`config.mk`:
```
export PLATFORM = sky130hd
export DESIGN_NAME = sha256_byte_stream_hasher_unit_flat
export DESIGN_NICKNAME = d
export VERILOG_FILES = /design/src/shabs_pkg.sv /design/src/shabs_if.sv /design/src/sha256_byte_stream_hasher_unit.sv /design/src/shabs_core.sv /design/src/flat_wrapper.sv
export VERILOG_INCLUDE_DIRS = /design/src /design/src/src
export SDC_FILE = /design/constraint.sdc
export NUM_CORES = 2
export LEC_CHECK = 0
export BUFFER_PORTS_ARGS = -buffer_cell sky130_fd_sc_hd__buf_2
export CORE_ASPECT_RATIO = 1.25
export CORE_MARGIN = 1
export CORE_UTILIZATION = 50
export DETAILED_ROUTE_END_ITERATION = 10
export PLACE_DENSITY_LB_ADDON = 0.2
export SETUP_SLACK_MARGIN = 0.02
export SLEW_MARGIN = 20
export SYNTH_ARGS = -nofsm -noshare
export SYNTH_HDL_FRONTEND = slang
export SYNTH_HIERARCHICAL = 1
export SYNTH_SLANG_ARGS = --single-unit
```
`constraint.sdc`:
```
create_clock -name clk -period 15.45 [get_ports clk]
set_clock_uncertainty 0.05 [all_clocks]
set_input_delay 2.3175 -clock clk [delete_from_list [all_inputs] [get_ports clk]]
set_output_delay 2.3175 -clock clk [all_outputs]
set_load 0.05 [all_outputs]
```
`src/sha256_byte_stream_hasher_unit_assert.svh`:
```
// ----------------------------------------------------------------------------
// SHA-256 byte stream hasher: assertion macros
// Shared concurrent assertion forms, clocked on clk, disabled during reset.
// ----------------------------------------------------------------------------
`ifndef SHA256_BYTE_STREAM_HASHER_UNIT_ASSERT_SVH
`define SHA256_BYTE_STREAM_HASHER_UNIT_ASSERT_SVH

// same-cycle implication
`define SHABS_ASSERT_NOW(label, ante, cons) \
	label: assert property (@(posedge clk) disable iff (!arst_n) (ante) |-> (cons)) \
		else $error("shabs assertion failed");

// next-cycle implication
`define SHABS_ASSERT_NEXT(label, ante, cons) \
	label: assert property (@(posedge clk) disable iff (!arst_n) (ante) |=> (cons)) \
		else $error("shabs assertion failed");

`endif

```
`src/shabs_pkg.sv`:
```
// ----------------------------------------------------------------------------
// SHA-256 byte stream hasher: package
// Word types, round constants, initial hash, sigma functions and the sequencer/core link.
// ----------------------------------------------------------------------------
package shabs_pkg;

	typedef logic [7:0]  byte_t;
	typedef logic [31:0] word_t;
	typedef logic [63:0] dword_t;
	typedef logic [5:0]  count_t;

	localparam byte_t  PAD_BYTE   = 8'h80;
	localparam count_t LEN_OFFSET = 6'd56;
	localparam count_t COUNT_LAST = 6'd63;

	localparam word_t INIT_HASH [8] = '{
		32'h6a09e667, 32'hbb67ae85, 32'h3c6ef372, 32'ha54ff53a,
		32'h510e527f, 32'h9b05688c, 32'h1f83d9ab, 32'h5be0cd19
	};

	localparam word_t ROUND_K [64] = '{
		32'h428a2f98, 32'h71374491, 32'hb5c0fbcf, 32'he9b5dba5,
		32'h3956c25b, 32'h59f111f1, 32'h923f82a4, 32'hab1c5ed5,
		32'hd807aa98, 32'h12835b01, 32'h243185be, 32'h550c7dc3,
		32'h72be5d74, 32'h80deb1fe, 32'h9bdc06a7, 32'hc19bf174,
		32'he49b69c1, 32'hefbe4786, 32'h0fc19dc6, 32'h240ca1cc,
		32'h2de92c6f, 32'h4a7484aa, 32'h5cb0a9dc, 32'h76f988da,
		32'h983e5152, 32'ha831c66d, 32'hb00327c8, 32'hbf597fc7,
		32'hc6e00bf3, 32'hd5a79147, 32'h06ca6351, 32'h14292967,
		32'h27b70a85, 32'h2e1b2138, 32'h4d2c6dfc, 32'h53380d13,
		32'h650a7354, 32'h766a0abb, 32'h81c2c92e, 32'h92722c85,
		32'ha2bfe8a1, 32'ha81a664b, 32'hc24b8b70, 32'hc76c51a3,
		32'hd192e819, 32'hd6990624, 32'hf40e3585, 32'h106aa070,
		32'h19a4c116, 32'h1e376c08, 32'h2748774c, 32'h34b0bcb5,
		32'h391c0cb3, 32'h4ed8aa4a, 32'h5b9cca4f, 32'h682e6ff3,
		32'h748f82ee, 32'h78a5636f, 32'h84c87814, 32'h8cc70208,
		32'h90befffa, 32'ha4506ceb, 32'hbef9a3f7, 32'hc67178f2
	};

	typedef struct packed {
		logic  push;
		byte_t push_byte;
		logic  start;
		logic  reinit;
	} ctrl_t;

	typedef struct packed {
		logic busy;
		logic done;
	} stat_t;

	function automatic word_t big_sigma0(input word_t x);
		return {x[1:0], x[31:2]} ^ {x[12:0], x[31:13]} ^ {x[21:0], x[31:22]};
	endfunction

	function automatic word_t big_sigma1(input word_t x);
		return {x[5:0], x[31:6]} ^ {x[10:0], x[31:11]} ^ {x[24:0], x[31:25]};
	endfunction

	function automatic word_t small_sigma0(input word_t x);
		return {x[6:0], x[31:7]} ^ {x[17:0], x[31:18]} ^ {3'b000, x[31:3]};
	endfunction

	function automatic word_t small_sigma1(input word_t x);
		return {x[16:0], x[31:17]} ^ {x[18:0], x[31:19]} ^ {10'b0, x[31:10]};
	endfunction

endpackage

```
`src/shabs_if.sv`:
```
// ----------------------------------------------------------------------------
// SHA-256 byte stream hasher: channel interfaces
// Message byte channel and digest channel, valid/ready handshake.
// ----------------------------------------------------------------------------
interface shabs_msg_if;
	import shabs_pkg::*;

	logic  valid;
	logic  ready;
	byte_t data_byte;
	logic  byte_present;
	logic  end_of_message;

	modport source (output valid, output data_byte, output byte_present,
		output end_of_message, input ready);
	modport sink (input valid, input data_byte, input byte_present,
		input end_of_message, output ready);
endinterface

interface shabs_digest_if;
	import shabs_pkg::*;

	logic   valid;
	logic   ready;
	dword_t digest_word0;
	dword_t digest_word1;
	dword_t digest_word2;
	dword_t digest_word3;

	modport source (output valid, output digest_word0, output digest_word1,
		output digest_word2, output digest_word3, input ready);
	modport sink (input valid, input digest_word0, input digest_word1,
		input digest_word2, input digest_word3, output ready);
endinterface

```
`src/sha256_byte_stream_hasher_unit.sv`:
```
// ----------------------------------------------------------------------------
// SHA-256 byte stream hasher: top level
// Absorbs message bytes, pads at end of message and returns the digest.
//
//   channel   dir   beat payload
//   msg       in    data_byte, byte_present, end_of_message
//   digest    out   digest_word0 .. digest_word3
//
// A byte beat is taken while the unit is idle; the beat that fills a block starts
// a compression (64 rounds on the shared round unit, one fold).
// End of message: padding goes in one byte per cycle through the same path, held
// while a compression runs, with one or two compressions in all.
// Reset loads the initial hash and clears the counters; no clearing pass.
// A digest holds in its output register until taken; bytes keep flowing,
// and the next end of message holds in the finish step until it is free.
// ----------------------------------------------------------------------------
`include "sha256_byte_stream_hasher_unit_assert.svh"

module sha256_byte_stream_hasher_unit (
	input logic           clk,
	input logic           arst_n,
	shabs_msg_if.sink     msg,
	shabs_digest_if.source digest
);
	import shabs_pkg::*;

	typedef enum logic [2:0] {
		ST_IDLE, ST_PAD80, ST_PADZ, ST_PADLEN, ST_COMP, ST_FINISH
	} state_t;

	state_t state_q, ret_q;
	count_t count_q;
	dword_t bits_q;
	logic   out_valid_q;
	dword_t dig0_q, dig1_q, dig2_q, dig3_q;

	ctrl_t ctrl;
	stat_t stat;
	word_t chain [8];
	logic  in_acc, wrap, fin_go;

	shabs_core u_core (
		.clk   (clk),
		.arst_n(arst_n),
		.ctrl  (ctrl),
		.stat  (stat),
		.chain (chain)
	);

	assign msg.ready = (state_q == ST_IDLE);
	assign in_acc    = msg.valid && msg.ready;
	assign fin_go    = (state_q == ST_FINISH) && (!out_valid_q || digest.ready);

	always_comb begin
		ctrl.push      = 1'b0;
		ctrl.push_byte = '0;
		case (state_q)
			ST_IDLE: begin
				ctrl.push      = in_acc && msg.byte_present;
				ctrl.push_byte = msg.data_byte;
			end
			ST_PAD80: begin
				ctrl.push      = 1'b1;
				ctrl.push_byte = PAD_BYTE;
			end
			ST_PADZ:   ctrl.push = (count_q != LEN_OFFSET);
			ST_PADLEN: begin
				ctrl.push      = 1'b1;
				ctrl.push_byte = bits_q[63:56];
			end
			default: ctrl.push = 1'b0;
		endcase
		wrap        = ctrl.push && (count_q == COUNT_LAST);
		ctrl.start  = wrap;
		ctrl.reinit = fin_go;
	end

	always_ff @(posedge clk or negedge arst_n) begin
		if (!arst_n) begin
			state_q     <= ST_IDLE;
			ret_q       <= ST_IDLE;
			count_q     <= '0;
			bits_q      <= '0;
			out_valid_q <= 1'b0;
			dig0_q      <= '0;
			dig1_q      <= '0;
			dig2_q      <= '0;
			dig3_q      <= '0;
		end else begin
			if (ctrl.push) count_q <= count_q + 6'd1;
			if (fin_go) out_valid_q <= 1'b1;
			else if (out_valid_q && digest.ready) out_valid_q <= 1'b0;
			case (state_q)
				ST_IDLE: begin
					if (in_acc) begin
						if (msg.byte_present) bits_q <= bits_q + 64'd8;
						if (wrap) begin
							state_q <= ST_COMP;
							ret_q   <= msg.end_of_message ? ST_PAD80 : ST_IDLE;
						end else if (msg.end_of_message) begin
							state_q <= ST_PAD80;
						end
					end
				end
				ST_PAD80: begin
					state_q <= wrap ? ST_COMP : ST_PADZ;
					ret_q   <= ST_PADZ;
				end
				ST_PADZ: begin
					if (!ctrl.push) state_q <= ST_PADLEN;
					else if (wrap) begin
						state_q <= ST_COMP;
						ret_q   <= ST_PADZ;
					end
				end
				ST_PADLEN: begin
					bits_q <= {bits_q[55:0], 8'h00};
					if (wrap) begin
						state_q <= ST_COMP;
						ret_q   <= ST_FINISH;
					end
				end
				ST_COMP: begin
					if (stat.done) state_q <= ret_q;
				end
				ST_FINISH: begin
					if (fin_go) begin
						dig0_q      <= {chain[0], chain[1]};
						dig1_q      <= {chain[2], chain[3]};
						dig2_q      <= {chain[4], chain[5]};
						dig3_q      <= {chain[6], chain[7]};
						count_q     <= '0;
						bits_q      <= '0;
						state_q     <= ST_IDLE;
					end
				end
				default: state_q <= ST_IDLE;
			endcase
		end
	end

	assign digest.valid        = out_valid_q;
	assign digest.digest_word0 = dig0_q;
	assign digest.digest_word1 = dig1_q;
	assign digest.digest_word2 = dig2_q;
	assign digest.digest_word3 = dig3_q;

	`SHABS_ASSERT_NOW(a_start_core_idle, ctrl.start, !stat.busy)
	`SHABS_ASSERT_NOW(a_len_after_pad, state_q == ST_PADLEN, count_q >= LEN_OFFSET)
	`SHABS_ASSERT_NOW(a_comp_core_busy, state_q == ST_COMP, stat.busy)
	`SHABS_ASSERT_NEXT(a_finish_clears, fin_go, count_q == 6'd0 && bits_q == 64'd0 && out_valid_q)

endmodule

```
`src/shabs_core.sv`:
```
// ----------------------------------------------------------------------------
// SHA-256 byte stream hasher: compression core
// 512-bit block window filled one byte at a time, one shared round unit that
// runs 64 rounds over the window as a rolling schedule, then a fold into the
// chaining words.
// ----------------------------------------------------------------------------
module shabs_core (
	input  logic            clk,
	input  logic            arst_n,
	input  shabs_pkg::ctrl_t ctrl,
	output shabs_pkg::stat_t stat,
	output shabs_pkg::word_t chain [8]
);
	import shabs_pkg::*;

	typedef enum logic [1:0] {C_IDLE, C_ROUND, C_FOLD} cstate_t;

	cstate_t      state_q;
	logic [5:0]   round_q;
	word_t        chain_q [8];
	word_t        var_q [8];
	logic [511:0] win_q;

	word_t w_t, w_new, t1, t2, ch, mj;

	always_comb begin
		w_t   = win_q[511:480];
		w_new = small_sigma1(win_q[63:32]) + win_q[223:192]
			+ small_sigma0(win_q[479:448]) + w_t;
		ch    = (var_q[4] & var_q[5]) ^ (~var_q[4] & var_q[6]);
		mj    = (var_q[0] & var_q[1]) ^ (var_q[0] & var_q[2]) ^ (var_q[1] & var_q[2]);
		t1    = var_q[7] + big_sigma1(var_q[4]) + ch + ROUND_K[round_q] + w_t;
		t2    = big_sigma0(var_q[0]) + mj;
	end

	always_ff @(posedge clk or negedge arst_n) begin
		if (!arst_n) begin
			state_q <= C_IDLE;
			round_q <= '0;
			chain_q <= INIT_HASH;
		end else begin
			case (state_q)
				C_IDLE: begin
					if (ctrl.reinit) chain_q <= INIT_HASH;
					if (ctrl.start) begin
						round_q <= '0;
						state_q <= C_ROUND;
					end
				end
				C_ROUND: begin
					round_q <= round_q + 6'd1;
					if (round_q == COUNT_LAST) state_q <= C_FOLD;
				end
				C_FOLD: begin
					for (int i = 0; i < 8; i++) chain_q[i] <= chain_q[i] + var_q[i];
					state_q <= C_IDLE;
				end
				default: state_q <= C_IDLE;
			endcase
		end
	end

	// window: shift in bytes while filling, roll the schedule while rounding
	always_ff @(posedge clk) begin
		if (state_q == C_IDLE && ctrl.start) var_q <= chain_q;
		if (state_q == C_ROUND) begin
			win_q    <= {win_q[479:0], w_new};
			var_q[7] <= var_q[6];
			var_q[6] <= var_q[5];
			var_q[5] <= var_q[4];
			var_q[4] <= var_q[3] + t1;
			var_q[3] <= var_q[2];
			var_q[2] <= var_q[1];
			var_q[1] <= var_q[0];
			var_q[0] <= t1 + t2;
		end else if (ctrl.push) begin
			win_q <= {win_q[503:0], ctrl.push_byte};
		end
	end

	assign stat.busy = (state_q != C_IDLE);
	assign stat.done = (state_q == C_FOLD);
	assign chain     = chain_q;

endmodule

```
`src/flat_wrapper.sv`:
```
// flat-port wrapper written by rule: the top's interface ports become plain ports
module sha256_byte_stream_hasher_unit_flat import shabs_pkg::*;
  (clk, arst_n, msg_valid, msg_data_byte, msg_byte_present, msg_end_of_message, msg_ready, digest_valid, digest_digest_word0, digest_digest_word1, digest_digest_word2, digest_digest_word3, digest_ready);
  shabs_msg_if msg_i ();
  shabs_digest_if digest_i ();
  input logic clk;
  input logic arst_n;
  input wire logic [$bits(msg_i.valid)-1:0] msg_valid;
  input wire logic [$bits(msg_i.data_byte)-1:0] msg_data_byte;
  input wire logic [$bits(msg_i.byte_present)-1:0] msg_byte_present;
  input wire logic [$bits(msg_i.end_of_message)-1:0] msg_end_of_message;
  output wire logic [$bits(msg_i.ready)-1:0] msg_ready;
  output wire logic [$bits(digest_i.valid)-1:0] digest_valid;
  output wire logic [$bits(digest_i.digest_word0)-1:0] digest_digest_word0;
  output wire logic [$bits(digest_i.digest_word1)-1:0] digest_digest_word1;
  output wire logic [$bits(digest_i.digest_word2)-1:0] digest_digest_word2;
  output wire logic [$bits(digest_i.digest_word3)-1:0] digest_digest_word3;
  input wire logic [$bits(digest_i.ready)-1:0] digest_ready;
  assign msg_i.valid = msg_valid;
  assign msg_i.data_byte = msg_data_byte;
  assign msg_i.byte_present = msg_byte_present;
  assign msg_i.end_of_message = msg_end_of_message;
  assign msg_ready = msg_i.ready;
  assign digest_valid = digest_i.valid;
  assign digest_digest_word0 = digest_i.digest_word0;
  assign digest_digest_word1 = digest_i.digest_word1;
  assign digest_digest_word2 = digest_i.digest_word2;
  assign digest_digest_word3 = digest_i.digest_word3;
  assign digest_i.ready = digest_ready;
  sha256_byte_stream_hasher_unit u_core (.clk(clk), .arst_n(arst_n), .msg(msg_i), .digest(digest_i));
endmodule
```
==> results_dict.tcl <==
set metrics [dict create \
    status "complete, but fails checks" \
    failed_checks "design-rule violations" \
    slew_headroom 0.176 \
    gp_congestion 0.984 \
    path_max_fanout 20 \
    min_period_ps 9010 \
    hold_violations 0 \
    cts_max_level 4 \
    routedWlPerCell_um 23.7 \
    max_stage_delay_ps 590 \
    via_per_inst 5.81 \
    arrival_ps 9520 \
    layout-drive-gt1-share 0.0863 \
    path_delay_family "compound AO/OA/AOI/OAI gates" \
    cp_slowest_cell "ha_1" \
    min_period_over_period 0.583 \
    dr.pass1.iters 11 \
    grt_util_met1 0.434 \
    finalSetupViolCount 0 \
    die_w_um 370 \
    io_buffers 271 \
    rsz0062_at_grt "false" \
    grt_start_max_net_pins 160 \
    end_kind "register" \
    hold_buffers 0 \
    r2r_slack_ps 6440 \
    grt_overflow 0 \
    avgSynthCellArea_um2 8.94 \
    start_util 0.503 \
    cts_resized 0 \
    required_ps 15970 \
    vias 68500 \
    detail-route-antenna-nets 0 \
    io_pins 272 \
    busiest_layer "met2" \
    cts_max_path_buffers 3 \
    cts_tree "done" \
    wl_um 279000 \
    yosysWarningCount 6 \
    dp.final_hpwl_um 206000 \
    grt_pass1_vias 65400 \
    clk_pin_slew_worst_paths_ps 70 \
    timing_worst_setup_path_type "register to register" \
    grt_pass1_wl_um 415000 \
    post-route-drc-count 34 \
    cap_violations 0 \
    clkSinkCount 1362 \
    fill_cells 15200 \
    fin_tns_setup_ps 0 \
    maxSlewViolCount 0 \
    use_met3 0.0472 \
    clk-insertion-delay-late_ps 850 \
    area_growth_pct 9.43 \
    synth.net_count 10100 \
    cts_setup_buffers 0 \
    antenna_found_initial 5 \
    final_nets 10100 \
    start_kind "register" \
    tightest_slew_ps 1240 \
    use_met2 0.523 \
    core_area_mm2 0.168 \
    max_freq_mhz 111 \
    fp.dieArea_mm2 0.171 \
    cts_made_buffers 142 \
    rows 168 \
    hold_path.class "register to register" \
    die_y_um 461 \
    root_buffer "clkbuf_16" \
    synth_cells 9446 \
    track_usage 0.324 \
    drt-initial-drc-count 6743 \
    worst-path-buf-inv 6 \
    synth.cell_area_mm2 0.0844 \
]
## sequential cells by signal, indices dropped and copies added (netlist names), 61 cells and up
signal,cells
u_core/digest.digest_word1,64
u_core/digest.digest_word3,64
u_core/u_core/win_q,512
u_core/bits_q,61
u_core/u_core/chain,256
u_core/u_core/var_q,256
u_core/digest.digest_word0,64
u_core/digest.digest_word2,64
## layout by cell type (no fill, tap or decap), drive strengths merged, types with 258 or more instances in the layout
cell	n
a21oi	490
buf	363
dfrtp	458
edfxtp	768
ha	398
inv	530
nand2	3090
nor2	356
o21ai	558
xnor2	316
xor2	258
## final cells by class
type	count	area (um2)	share of cell area
diodes	4	10.0	0.000108
inverters	521	1980	0.0214
well taps	2210	2770	0.0299
repair buffers	363	2100	0.0227
clock buffers	206	4120	0.0446
multi-input cells	7062	42600	0.461
clock inverters	60	756	0.00818
flip-flops and latches	1362	38100	0.412
## worst register-to-register path: cells and delay by family, from the launching register on
family          cells  cell delay [ps]
simple gates        4              850
flops               1              320
compound gates     16             3940
buf+inv             6              890
xor+xnor            2              380
fa+ha+maj           5             2380
## layer usage
| metal | vias up | wire (um) |
|---|---|---|
| met5 | - | 0 |
| met4 | 0 | 12500 |
| met3 | 483 | 18600 |
| met2 | 2472 | 131000 |
| met1 | 33700 | 117000 |
| li1 | 31900 | - |
## path summary, 6_finish.rpt
kind	start	end	cells past startpoint
max	u_core/u_core/round_q[1]	u_core/u_core/var_q[255]	33
min	u_core/digest.digest_word2[59]	u_core/digest.digest_word2[59]	2
max reg2reg	u_core/u_core/round_q[1]	u_core/u_core/var_q[255]	33
min reg2reg	u_core/digest.digest_word2[59]	u_core/digest.digest_word2[59]	2
max in group asynchronous	arst_n	u_core/digest.digest_word2[16]	4
min in group asynchronous	arst_n	u_core/bits_q[33]	1
## through the flow
step / hold slack, ps / worst slack [ps] / instances / area (um2) / util
2_1_floorplan: 414 / 5380 / 9446 / 84400 / -
3_3_place_gp: 402 / 6530 / 11500 / 87500 / 0.522
3_5_place_dp: 407 / 6570 / 11500 / 87500 / 0.522
4_1_cts: 422 / 6590 / 11800 / 92400 / 0.551
5_1_grt: 440 / 6020 / 11800 / 92400 / 0.551
6_report: 417 / 6440 / 11800 / 92400 / 0.551
Power is not shown: default switching activity piles up to over one toggle a cycle in this logic, so the estimate is an artifact.
